[config.mk]
export PLATFORM = sky130hd
export DESIGN_NAME = usb_ep0_control_transfer
export DESIGN_NICKNAME = d
export VERILOG_FILES = /design/src/rtl/core/uep0_pkg.sv /design/src/rtl/core/uep0_step.sv /design/src/rtl/core/usb_ep0_control_transfer.sv
export SDC_FILE = /design/constraint.sdc
export NUM_CORES = 1
export LEC_CHECK = 0
export BUFFER_PORTS_ARGS = -buffer_cell sky130_fd_sc_hd__buf_2
export CORE_ASPECT_RATIO = 1.75
export CORE_MARGIN = 4
export CORE_UTILIZATION = 43
export CTS_CLUSTER_DIAMETER = 150
export DETAILED_ROUTE_END_ITERATION = 12
export PLACE_DENSITY = 0.63
export SLEW_MARGIN = 30
export SYNTH_ARGS = -nofsm -noshare
export SYNTH_HDL_FRONTEND = slang
export SYNTH_SLANG_ARGS = --single-unit
[constraint.sdc]
create_clock -name clk -period 14.1 [get_ports clk]
set_input_delay 4.23 -clock clk [delete_from_list [all_inputs] [get_ports clk]]
set_output_delay 4.23 -clock clk [all_outputs]
set_load 0.005 [all_outputs]
[src/rtl/core/uep0_pkg.sv]
package uep0_pkg;

  // Fixed sizes of the endpoint and of the descriptor set.
  localparam logic [6:0]  EP0_SIZE        = 7'd8;
  localparam logic [15:0] DEVICE_DESC_LEN = 16'd18;
  localparam logic [7:0]  STRING_COUNT    = 8'd8;

  typedef enum logic [1:0] {
    OP_OUT_DONE  = 2'd0,
    OP_IN_DONE   = 2'd1,
    OP_BUS_RESET = 2'd2
  } opcode_t;

  typedef enum logic [1:0] {
    STAGE_SETUP    = 2'd0,
    STAGE_DATA_OUT = 2'd1,
    STAGE_DATA_IN  = 2'd2
  } stage_t;

  typedef enum logic [1:0] {
    DS_POWERED    = 2'd0,
    DS_DEFAULT    = 2'd1,
    DS_ADDRESSED  = 2'd2,
    DS_CONFIGURED = 2'd3
  } dev_state_t;

  typedef enum logic [1:0] {
    CFG_SELF_POWERED     = 2'd0,
    CFG_CONFIG_DESC_LEN  = 2'd1,
    CFG_STRING_DESC_LENS = 2'd2
  } cfg_index_t;

  localparam logic [3:0] PID_SETUP = 4'hD;

  // Standard request codes.
  localparam logic [7:0] REQ_GET_STATUS        = 8'd0;
  localparam logic [7:0] REQ_CLEAR_FEATURE     = 8'd1;
  localparam logic [7:0] REQ_SET_FEATURE       = 8'd3;
  localparam logic [7:0] REQ_SET_ADDR          = 8'd5;
  localparam logic [7:0] REQ_GET_DESCRIPTOR    = 8'd6;
  localparam logic [7:0] REQ_GET_CONFIGURATION = 8'd8;
  localparam logic [7:0] REQ_SET_CONFIGURATION = 8'd9;
  localparam logic [7:0] REQ_GET_INTERFACE     = 8'd10;
  localparam logic [7:0] REQ_SET_INTERFACE     = 8'd11;

  localparam logic [7:0] RTYPE_STD_DEVICE_IN = 8'h80;

  localparam logic [4:0] RECIP_DEVICE    = 5'd0;
  localparam logic [4:0] RECIP_INTERFACE = 5'd1;
  localparam logic [4:0] RECIP_ENDPOINT  = 5'd2;

  localparam logic [7:0] DESC_DEVICE    = 8'd1;
  localparam logic [7:0] DESC_CONFIG    = 8'd2;
  localparam logic [7:0] DESC_STRING    = 8'd3;
  localparam logic [7:0] DESC_QUALIFIER = 8'd6;

  localparam logic [7:0] FEAT_ENDPOINT_HALT = 8'd0;
  localparam logic [7:0] FEAT_REMOTE_WAKE   = 8'd1;

  // Chunk sources.
  localparam logic [3:0] SRC_NONE        = 4'd0;
  localparam logic [3:0] SRC_DEVICE      = 4'd1;
  localparam logic [3:0] SRC_CONFIG      = 4'd2;
  localparam logic [3:0] SRC_STATUS_WORD = 4'd3;
  localparam logic [3:0] SRC_CONFIG_VAL  = 4'd4;

  // Buffer descriptor status bytes.
  localparam logic [7:0] BD_IDLE      = 8'h00;
  localparam logic [7:0] BD_OWN       = 8'h80;
  localparam logic [7:0] BD_STALL     = 8'h84;
  localparam logic [7:0] BD_ARM_DATA0 = 8'h88;
  localparam logic [7:0] BD_ARM_DATA1 = 8'hC8;

  localparam logic [7:0] HALT_SET       = 8'h84;
  localparam logic [7:0] HALT_CLEAR_OUT = 8'h88;
  localparam logic [7:0] HALT_CLEAR_IN  = 8'h00;

  // One input beat, first field in the lowest bits.
  typedef struct packed {
    logic        in_toggle;
    logic        out_toggle;
    logic [9:0]  out_byte_count;
    logic [15:0] length_word;
    logic [15:0] index_word;
    logic [15:0] value_word;
    logic [7:0]  request_code;
    logic [7:0]  request_type;
    logic [3:0]  out_pid;
  } item_t;

  // One result beat, first field in the lowest bits, zero padded to 88 bits.
  typedef struct packed {
    logic [4:0]  pad;
    logic        stalled;
    dev_state_t  device_state;
    logic [6:0]  bus_address;
    logic [7:0]  halt_value;
    logic [4:0]  halt_target;
    logic        halt_write;
    logic [15:0] status_word;
    logic [15:0] chunk_offset;
    logic [3:0]  chunk_source;
    logic [6:0]  in_chunk_length;
    logic [7:0]  ep0_in_status;
    logic [7:0]  ep0_out_status;
  } result_t;

  typedef struct packed {
    logic        self_powered;
    logic [15:0] config_desc_length;
    logic [63:0] string_desc_lengths;
  } cfg_t;

  typedef struct packed {
    dev_state_t  dev_state;
    stage_t      stage;
    logic [15:0] bytes_left;
    logic [15:0] send_offset;
    logic [3:0]  send_source;
    logic [15:0] reply_word;
    logic        remote_wake;
    logic [7:0]  active_config;
    logic [6:0]  pending_address;
    logic [6:0]  current_address;
    logic [31:0] halt_marks;
    logic [7:0]  out_bd;
    logic [7:0]  in_bd;
  } state_t;

endpackage

[src/rtl/core/uep0_step.sv]
module uep0_step (
  input  uep0_pkg::opcode_t op,
  input  uep0_pkg::item_t   item,
  input  uep0_pkg::state_t  st,
  input  uep0_pkg::cfg_t    cfg,
  output uep0_pkg::state_t  nx,
  output uep0_pkg::result_t res
);

  always_comb begin
    logic        handled;
    logic        arm;
    logic [15:0] arm_left;
    logic [6:0]  n;
    logic [4:0]  recip;
    logic [7:0]  dtype;
    logic [7:0]  idx;
    logic [7:0]  feat;
    logic [3:0]  num;
    logic        dir;
    logic [4:0]  target;

    nx       = st;
    res      = '0;
    handled  = 1'b0;
    arm      = 1'b0;
    arm_left = st.bytes_left;
    n        = '0;
    recip    = item.request_type[4:0];
    dtype    = item.value_word[15:8];
    idx      = item.value_word[7:0];
    feat     = item.value_word[7:0];
    num      = item.index_word[3:0];
    dir      = item.index_word[7];
    target   = {num, dir};

    case (op)
      uep0_pkg::OP_OUT_DONE: begin
        if (item.out_pid == uep0_pkg::PID_SETUP) begin
          nx.stage       = uep0_pkg::STAGE_SETUP;
          nx.bytes_left  = '0;
          nx.send_offset = '0;
          nx.send_source = uep0_pkg::SRC_NONE;
          if (item.request_type[6:5] == 2'b00) begin
            case (item.request_code)
              uep0_pkg::REQ_SET_ADDR: begin
                handled            = 1'b1;
                nx.dev_state       = uep0_pkg::DS_ADDRESSED;
                nx.pending_address = item.value_word[6:0];
              end
              uep0_pkg::REQ_GET_DESCRIPTOR: begin
                if (item.request_type == uep0_pkg::RTYPE_STD_DEVICE_IN) begin
                  case (dtype)
                    uep0_pkg::DESC_DEVICE: begin
                      handled        = 1'b1;
                      nx.send_source = uep0_pkg::SRC_DEVICE;
                      nx.bytes_left  = uep0_pkg::DEVICE_DESC_LEN;
                    end
                    uep0_pkg::DESC_CONFIG: begin
                      handled        = 1'b1;
                      nx.send_source = uep0_pkg::SRC_CONFIG;
                      nx.bytes_left  = cfg.config_desc_length;
                    end
                    uep0_pkg::DESC_STRING: begin
                      if (idx < uep0_pkg::STRING_COUNT) begin
                        handled        = 1'b1;
                        nx.send_source = {1'b1, idx[2:0]};
                        nx.bytes_left  =
                          {8'd0, cfg.string_desc_lengths[{idx[2:0], 3'b000} +: 8]};
                      end
                    end
                    uep0_pkg::DESC_QUALIFIER: handled = 1'b1;
                    default: handled = 1'b0;
                  endcase
                end
              end
              uep0_pkg::REQ_SET_CONFIGURATION: begin
                handled          = 1'b1;
                nx.active_config = item.value_word[7:0];
                nx.dev_state     = (item.value_word[7:0] != 8'd0) ?
                                   uep0_pkg::DS_CONFIGURED : uep0_pkg::DS_ADDRESSED;
              end
              uep0_pkg::REQ_GET_CONFIGURATION: begin
                handled        = 1'b1;
                nx.send_source = uep0_pkg::SRC_CONFIG_VAL;
                nx.reply_word  = {8'd0, st.active_config};
                nx.bytes_left  = 16'd1;
              end
              uep0_pkg::REQ_GET_STATUS: begin
                handled = 1'b1;
                if (recip == uep0_pkg::RECIP_DEVICE) begin
                  nx.reply_word = {14'd0, st.remote_wake, cfg.self_powered};
                end else if (recip == uep0_pkg::RECIP_INTERFACE) begin
                  nx.reply_word = '0;
                end else if (recip == uep0_pkg::RECIP_ENDPOINT) begin
                  nx.reply_word = {15'd0, st.halt_marks[target]};
                end else begin
                  handled = 1'b0;
                end
                if (handled) begin
                  nx.send_source = uep0_pkg::SRC_STATUS_WORD;
                  nx.bytes_left  = 16'd2;
                end
              end
              uep0_pkg::REQ_CLEAR_FEATURE, uep0_pkg::REQ_SET_FEATURE: begin
                if (recip == uep0_pkg::RECIP_DEVICE) begin
                  if (feat == uep0_pkg::FEAT_REMOTE_WAKE) begin
                    handled        = 1'b1;
                    nx.remote_wake = (item.request_code == uep0_pkg::REQ_SET_FEATURE);
                  end
                end else if (recip == uep0_pkg::RECIP_ENDPOINT) begin
                  // Endpoint zero cannot be halted or cleared this way.
                  if (feat == uep0_pkg::FEAT_ENDPOINT_HALT && num != 4'd0) begin
                    handled         = 1'b1;
                    res.halt_write  = 1'b1;
                    res.halt_target = target;
                    if (item.request_code == uep0_pkg::REQ_SET_FEATURE) begin
                      res.halt_value            = uep0_pkg::HALT_SET;
                      nx.halt_marks[target]     = 1'b1;
                    end else begin
                      res.halt_value            = dir ? uep0_pkg::HALT_CLEAR_IN :
                                                        uep0_pkg::HALT_CLEAR_OUT;
                      nx.halt_marks[target]     = 1'b0;
                    end
                  end
                end
              end
              uep0_pkg::REQ_GET_INTERFACE: begin
                handled        = 1'b1;
                nx.send_source = uep0_pkg::SRC_STATUS_WORD;
                nx.reply_word  = '0;
                nx.bytes_left  = 16'd1;
              end
              uep0_pkg::REQ_SET_INTERFACE: handled = 1'b1;
              default: handled = 1'b0;
            endcase
          end

          if (!handled) begin
            nx.bytes_left  = '0;
            nx.send_source = uep0_pkg::SRC_NONE;
            nx.out_bd      = uep0_pkg::BD_STALL;
            nx.in_bd       = uep0_pkg::BD_STALL;
            res.stalled    = 1'b1;
          end else if (item.request_type[7]) begin
            // Device-to-host reply: clip to wLength and arm the first chunk.
            arm      = 1'b1;
            arm_left = (item.length_word < nx.bytes_left) ? item.length_word :
                                                            nx.bytes_left;
            nx.stage  = uep0_pkg::STAGE_DATA_IN;
            nx.out_bd = uep0_pkg::BD_OWN;
            nx.in_bd  = uep0_pkg::BD_ARM_DATA1;
          end else begin
            nx.bytes_left  = '0;
            nx.send_source = uep0_pkg::SRC_NONE;
            nx.stage       = uep0_pkg::STAGE_DATA_OUT;
            nx.out_bd      = uep0_pkg::BD_ARM_DATA1;
            nx.in_bd       = uep0_pkg::BD_ARM_DATA1;
          end
        end else if (st.stage == uep0_pkg::STAGE_DATA_OUT) begin
          nx.out_bd = item.out_toggle ? uep0_pkg::BD_ARM_DATA0 : uep0_pkg::BD_ARM_DATA1;
        end else begin
          nx.stage  = uep0_pkg::STAGE_SETUP;
          nx.out_bd = uep0_pkg::BD_ARM_DATA0;
          nx.in_bd  = uep0_pkg::BD_IDLE;
        end
      end

      uep0_pkg::OP_IN_DONE: begin
        // The new address takes effect after the status stage of the address request.
        if (st.current_address == 7'd0 && st.dev_state == uep0_pkg::DS_ADDRESSED) begin
          nx.current_address = st.pending_address;
          if (st.pending_address == 7'd0) begin
            nx.dev_state = uep0_pkg::DS_DEFAULT;
          end
        end
        if (st.stage == uep0_pkg::STAGE_DATA_IN) begin
          arm      = 1'b1;
          arm_left = st.bytes_left;
          nx.in_bd = item.in_toggle ? uep0_pkg::BD_ARM_DATA0 : uep0_pkg::BD_ARM_DATA1;
        end else begin
          nx.stage  = uep0_pkg::STAGE_SETUP;
          nx.out_bd = uep0_pkg::BD_ARM_DATA0;
          nx.in_bd  = uep0_pkg::BD_IDLE;
        end
      end

      uep0_pkg::OP_BUS_RESET: begin
        nx.current_address = '0;
        nx.pending_address = '0;
        nx.stage           = uep0_pkg::STAGE_SETUP;
        nx.out_bd          = uep0_pkg::BD_ARM_DATA0;
        nx.in_bd           = uep0_pkg::BD_IDLE;
        nx.bytes_left      = '0;
        nx.send_offset     = '0;
        nx.send_source     = uep0_pkg::SRC_NONE;
        nx.reply_word      = '0;
        nx.remote_wake     = 1'b0;
        nx.active_config   = '0;
        nx.halt_marks      = '0;
        nx.dev_state       = uep0_pkg::DS_DEFAULT;
      end

      default: nx = st;
    endcase

    if (arm) begin
      n = (arm_left < {9'd0, uep0_pkg::EP0_SIZE}) ? arm_left[6:0] : uep0_pkg::EP0_SIZE;
      nx.bytes_left       = arm_left - {9'd0, n};
      res.in_chunk_length = n;
      res.chunk_source    = nx.send_source;
      res.chunk_offset    = nx.send_offset;
      nx.send_offset      = nx.send_offset + {9'd0, n};
    end

    if (res.chunk_source == uep0_pkg::SRC_STATUS_WORD ||
        res.chunk_source == uep0_pkg::SRC_CONFIG_VAL) begin
      res.status_word = nx.reply_word;
    end
    res.ep0_out_status = nx.out_bd;
    res.ep0_in_status  = nx.in_bd;
    res.bus_address    = nx.current_address;
    res.device_state   = nx.dev_state;
  end

endmodule

[src/rtl/core/usb_ep0_control_transfer.sv]
// Channel   Direction  Handshake           Beat contents
// s_axis    in         s_tvalid/s_tready   one finished EP0 transaction or bus reset
// m_axis    out        m_tvalid/m_tready   one result per input beat
// cfg       in         cfg_we              register write, no read-back
//
// An input beat is held in an input register and is processed in the cycle it
// leaves that register, landing in the result register.
// One beat per cycle is sustained while the output does not stall; the
// combinational update of the control state between them sets that rate.
// Reset is synchronous and active high; it returns the control state and the
// configuration registers to their reset values.
// A stalled output holds the result register, and the input register then fills
// and deasserts s_tready until the result is taken.
module usb_ep0_control_transfer (
  input  logic        clk,
  input  logic        rst,
  // Input beats.
  input  logic        s_tvalid,
  output logic        s_tready,
  // out_pid, request_type, request_code, value_word, index_word, length_word,
  // out_byte_count, out_toggle, in_toggle (80 bits).
  input  logic [79:0] s_tdata,
  // opcode.
  input  logic [1:0]  s_tuser,
  // Result beats.
  output logic        m_tvalid,
  input  logic        m_tready,
  // ep0_out_status, ep0_in_status, in_chunk_length, chunk_source, chunk_offset,
  // status_word, halt_write, halt_target, halt_value, bus_address,
  // device_state, stalled, then five zero bits.
  output logic [87:0] m_tdata,
  // Configuration writes.
  input  logic        cfg_we,
  input  logic [1:0]  cfg_index,
  input  logic [63:0] cfg_data
);

  logic                in_valid;
  uep0_pkg::opcode_t   in_op;
  uep0_pkg::item_t     in_item;
  uep0_pkg::state_t    st;
  uep0_pkg::state_t    st_next;
  uep0_pkg::cfg_t      cfg;
  uep0_pkg::result_t   res_next;
  uep0_pkg::result_t   res;
  logic                advance;

  // The held beat moves on whenever the result register is empty or draining.
  assign advance  = in_valid && (!m_tvalid || m_tready);
  assign s_tready = !in_valid || advance;
  assign m_tdata  = res;

  uep0_step u_step (
    .op   (in_op),
    .item (in_item),
    .st   (st),
    .cfg  (cfg),
    .nx   (st_next),
    .res  (res_next)
  );

  always_ff @(posedge clk) begin
    if (rst) begin
      in_valid <= 1'b0;
      m_tvalid <= 1'b0;
      st       <= '0;
      cfg.self_powered        <= 1'b0;
      cfg.config_desc_length  <= 16'd9;
      cfg.string_desc_lengths <= '0;
    end else begin
      if (s_tready) begin
        in_valid <= s_tvalid;
      end
      if (advance) begin
        st       <= st_next;
        m_tvalid <= 1'b1;
      end else if (m_tready) begin
        m_tvalid <= 1'b0;
      end
      if (cfg_we) begin
        case (cfg_index)
          uep0_pkg::CFG_SELF_POWERED:     cfg.self_powered        <= cfg_data[0];
          uep0_pkg::CFG_CONFIG_DESC_LEN:  cfg.config_desc_length  <= cfg_data[15:0];
          uep0_pkg::CFG_STRING_DESC_LENS: cfg.string_desc_lengths <= cfg_data;
          default: ;
        endcase
      end
    end
  end

  // Payload registers carry no reset.
  always_ff @(posedge clk) begin
    if (s_tvalid && s_tready) begin
      in_op   <= uep0_pkg::opcode_t'(s_tuser);
      in_item <= uep0_pkg::item_t'(s_tdata);
    end
    if (advance) begin
      res <= res_next;
    end
  end

endmodule
==> metrics.sh <==
STATUS='finished, final reports clean'
WORSTHOLDSTART='st[86]'
TIGHTEST_PIN_TRANSITION_NS=0.9730
CELL_INTERNAL_PWR_mW=1.629
AREA_OCCUPIED_BY_MULTI_INPUT_GATES_UM2=7149
TIMING.SETUP.CRITICAL_PATH_CLASS='primary input to output pin'
FINAL_CELL_MIX='nand2_1, dfxtp_1, buf_2'
CTS_NUM_SINKS=349
CTS_REPAIR_RESIZE_COUNT=0
STARTING_UTILIZATION_OF_THE_CORE_AREA_PCT=43.40
FINAL_LAYOUT_SIZE_SUFFIX_GT1_SHARE_PCT=18.14
P_SWITCHING_uW=490.3
H-TREE-DEPTH=2
POST_SYNTH_NUM_CELL_TYPES=89
FP-ROW-COUNT=93
HP_CLASS='register to register'
LEAKAGE_nW=6.804
SYNTHTOLAYOUTAREAGROWTH_PCT=15.69
GLOBAL_ROUTE_WIRE_LENGTH_BEFORE_REPAIR_UM=66350
YOSYSSEQAREASHARE_PCT=52.51
GRT_PASS1_VIAS=12580
SYNTHTOPCELLSBYAREA='dfxtp_1, edfxtp_1, nand2_1, a21oi_1, nor2_1'
OVERFLOW=0
DETAIL-ROUTE-ANTENNA-NETS=0
FIRSTDRTPASSITERS=5
FINISH.UTILIZATION_PCT=50.20
SYNTHFLOPTYPE='dfxtp_1'
INITIALDRTVIOLATIONCOUNT=803
DOMINANT_CELL_TYPE_BY_AREA_AFTER_SYNTHESIS='dfxtp_1'
PATH_CELLS='buf_2 -> nor2b_1 -> nand2_1 -> buf_2'
FINALNETCOUNT=2025
GRT_ANTENNA_BEFORE_REPAIR=5
YOSYS.AREA.TOP_TYPE_SHARE_PCT=26.35
SLEW_LIMIT_FAILS=0
KIND_OF_START_POINT_OF_THE_CRITICAL_PATH='primary input'
PATH_CLK_SLEW_NS=0.06
SYNTHESIS.AREA_UM2=15960
WORST_CLOCK_SKEW_NS=0.02025
CLOCK_POWER_SHARE_PCT=41.4
FINALWEIGHTEDCONGESTION=0.9398
CRITICAL_PATH.N_BUFFERS_INVERTERS=2
MET3_TRACK_DEMAND_OVER_RESOURCE_PCT=3.230
RSZ_0062_RAISED_AFTER_GLOBAL_ROUTING='false'
CTS_TREE='yes'
WORST_SKEW_PAIR.LATE_LATENCY_NS=0.52
MAX_SLEW_MARGIN_PCT=35.13
REG2REG_DEPTH=28
CORE_UM2=36770
SETUP_SLACK_NS=5.092
NFILLCELLS=3531
IO_PINS=243
CTS.REPAIR_TIMING.SETUP_BUFFER_COUNT=0
SETUP.WORST_PATH.END_CLASS='output pin'
MIN_DELAY_PATH_DEPTH=1
CTS-BUFFERS-INSERTED=34
GRT_START_MAX_NET_PINS=95
SYNTHARSTFLOPSHARE_PCT=0
MAX_CAP_VIOL_COUNT=0
COMBINATIONALPOWERSHARE_PCT=6.5
RR_ENDPOINT='st[104]'
DIE_H_UM=262.8
FINAL-HOLD-VIOLATION-COUNT=0
WORST_HOLD_PATH.ENDPOINT='st[86]'
DIE-WIDTH_UM=153.6
FINAL_COMMON_CELL='nand2_1'
POST_CTS_HOLD_BUFFER_COUNT=0
POSTROUTEWIRELENGTH_UM=41300
USE_MET2_PCT=37.09
TOTAL_DIE_AREA_UM2=40380
YS_SEQ_ELEMENTS=349
DETAILEDPLACEMENTHPWL_UM=30020
CRITPATHTOPFAMILY='simple AND/OR/NAND/NOR gates'
CLOCKBUFFERDEPTH=3
MAX_FREQ_GHz=0.1110
FF_LATCH_AREA_UM2=8378
LAYOUT_MIN_CYCLE_TIME_NS=9.008
SLACK_OF_THE_WORST_REG_TO_REG_PATH_NS=5.38
CPPEAKSTAGEDELAY_NS=0.21
PLACEMENT.IO_BUFFERS=211
ARRIVAL_NS=4.78
USE_MET1_PCT=22.90
CP_COMMON_CELL='buf_2'
GLOBAL_ROUTE.USAGE.TOTAL_PCT=19.99
MAX-VDD-IR-DROP_uV=111.6
AVGVIACOUNTPERCELL=5.383
POST_DRT_WL_PER_CELL_UM=17.60
FINALHOLDWORSTSLACK_NS=0.4477
CRITPATHLAUNCH='m_tready'
SWITCHING_SHARE_PCT=23.14
CTS_ROOT_BUF='clkbuf_16'
SETUP_VIOL_COUNT_FINAL=0
SYNTH-EDFF-COUNT=139
TIMING.CRITICAL_PATH.REQUIRED_NS=9.87
SYN-INSTANCE-COUNT=1665
PWR-SHARE-SEQ_PCT=52.1
CRITPATHSLOWESTCELL='nor2b_1'
PATH_MAX_FANOUT=4
GRT-BUSIEST-LAYER='met2'
SYNTH_WARNINGS=0
VIAS=12630
POST-ROUTE-DRC-COUNT=0
PLACEMENT.SETUP.WORST_SLACK_NS=5.088
FIN_TNS_SETUP_NS=0
POWER.DENSITY_nW_PER_UM2=114.8
TIMING.RR.START='in_item[33]'
FINAL.PERIOD_UTILIZATION_PCT=63.89
AVGSYNTHCELLAREA_UM2=9.584
## cell usage after synthesis (10+ instances only)
library cell	number
nor2b_1	24
nor4_1	19
nor3_1	36
o21ai_0	31
and3_1	18
ha_1	27
and2_1	38
nand3_1	35
nor2_1	167
xor2_1	10
a22oi_1	21
mux2i_1	33
buf_4	10
a211oi_1	12
buf_1	11
nand4_1	14
a21o_1	13
nand2b_1	16
clkbuf_1	74
xnor2_1	11
dfxtp_1	210
mux4_2	24
inv_1	19
edfxtp_1	139
a21oi_1	176
a31oi_1	15
nand2_1	319
## layer usage
metal	up-vias	routed length, um
met5	-	37
met4	8	1414
met3	90	2295
met2	353	21700
met1	5942	15840
li1	6235	-
## layout make-up
type,count,area share [%]
diodes,2,0.02711
clock buffers,52,5.253
well taps,475,3.219
clock inverters,9,0.4406
flip-flops and latches,349,45.38
multi-input cells,1209,38.73
inverters,21,0.4406
repair buffers,229,6.507
## through the flow
step / area (um^2) / std cells / total power, mW
floorplan: 16010 / 1680 / 1.203
global placement: 17370 / 2282 / 1.262
detailed placement: 17380 / 2282 / 1.265
CTS: 18430 / 2343 / 2.140
global route: 18460 / 2345 / 2.196
finish: 18460 / 2346 / 2.119
## how the worst max path moves through the flow
stage / to / slack [ns] / depth (start not counted)
floorplan: s_tready / 5.37 / 2
global placement: st[100] / 5.13 / 28
detailed placement: s_tready / 5.09 / 4
CTS: s_tready / 5.09 / 4
global route: st[104] / 4.77 / 28
finish: s_tready / 5.09 / 4
## flip-flops by register name, summed over array words and instances, names as in the netlist
signal / flops
m_tdata: 78
cfg: 81
in_item: 59
in_op: 2
st: 127
m_tvalid: 1
in_valid: 1
## cells by family after synthesis
group,count (synthesis),share of synthesized area (%)
adder cells (fa/ha/maj),28,2.243
multiplexers,66,6.093
other,2,0.04707
AO/OA/AOI/OAI,333,13.03
XOR/XNOR,21,1.153
flip-flops,349,52.51
buffers and inverters,122,3.191
AND/OR/NAND/NOR,744,21.74
## worst register-to-register path, delay by kind of cell (launching register included)
kind                     cells  cell delay [ns]
flip-flops                   1             0.36
buffers and inverters        2             0.14
XOR/XNOR                     1             0.19
adder cells (fa/ha/maj)      2             0.50
AND/OR/NAND/NOR             10             3.40
AO/OA/AOI/OAI               13             4.00
## power groups by stage
stage / registers [mW] / clock network (mW) / logic, mW
final: 1.10 / 0.876 / 0.138
after global routing: 1.11 / 0.935 / 0.153
after CTS: 1.11 / 0.897 / 0.138
after detailed placement: 1.13 / 0 / 0.137
after global placement: 1.13 / 0 / 0.135
after floorplan: 1.12 / 0 / 0.0866
(Power assumes the default switching activity.)
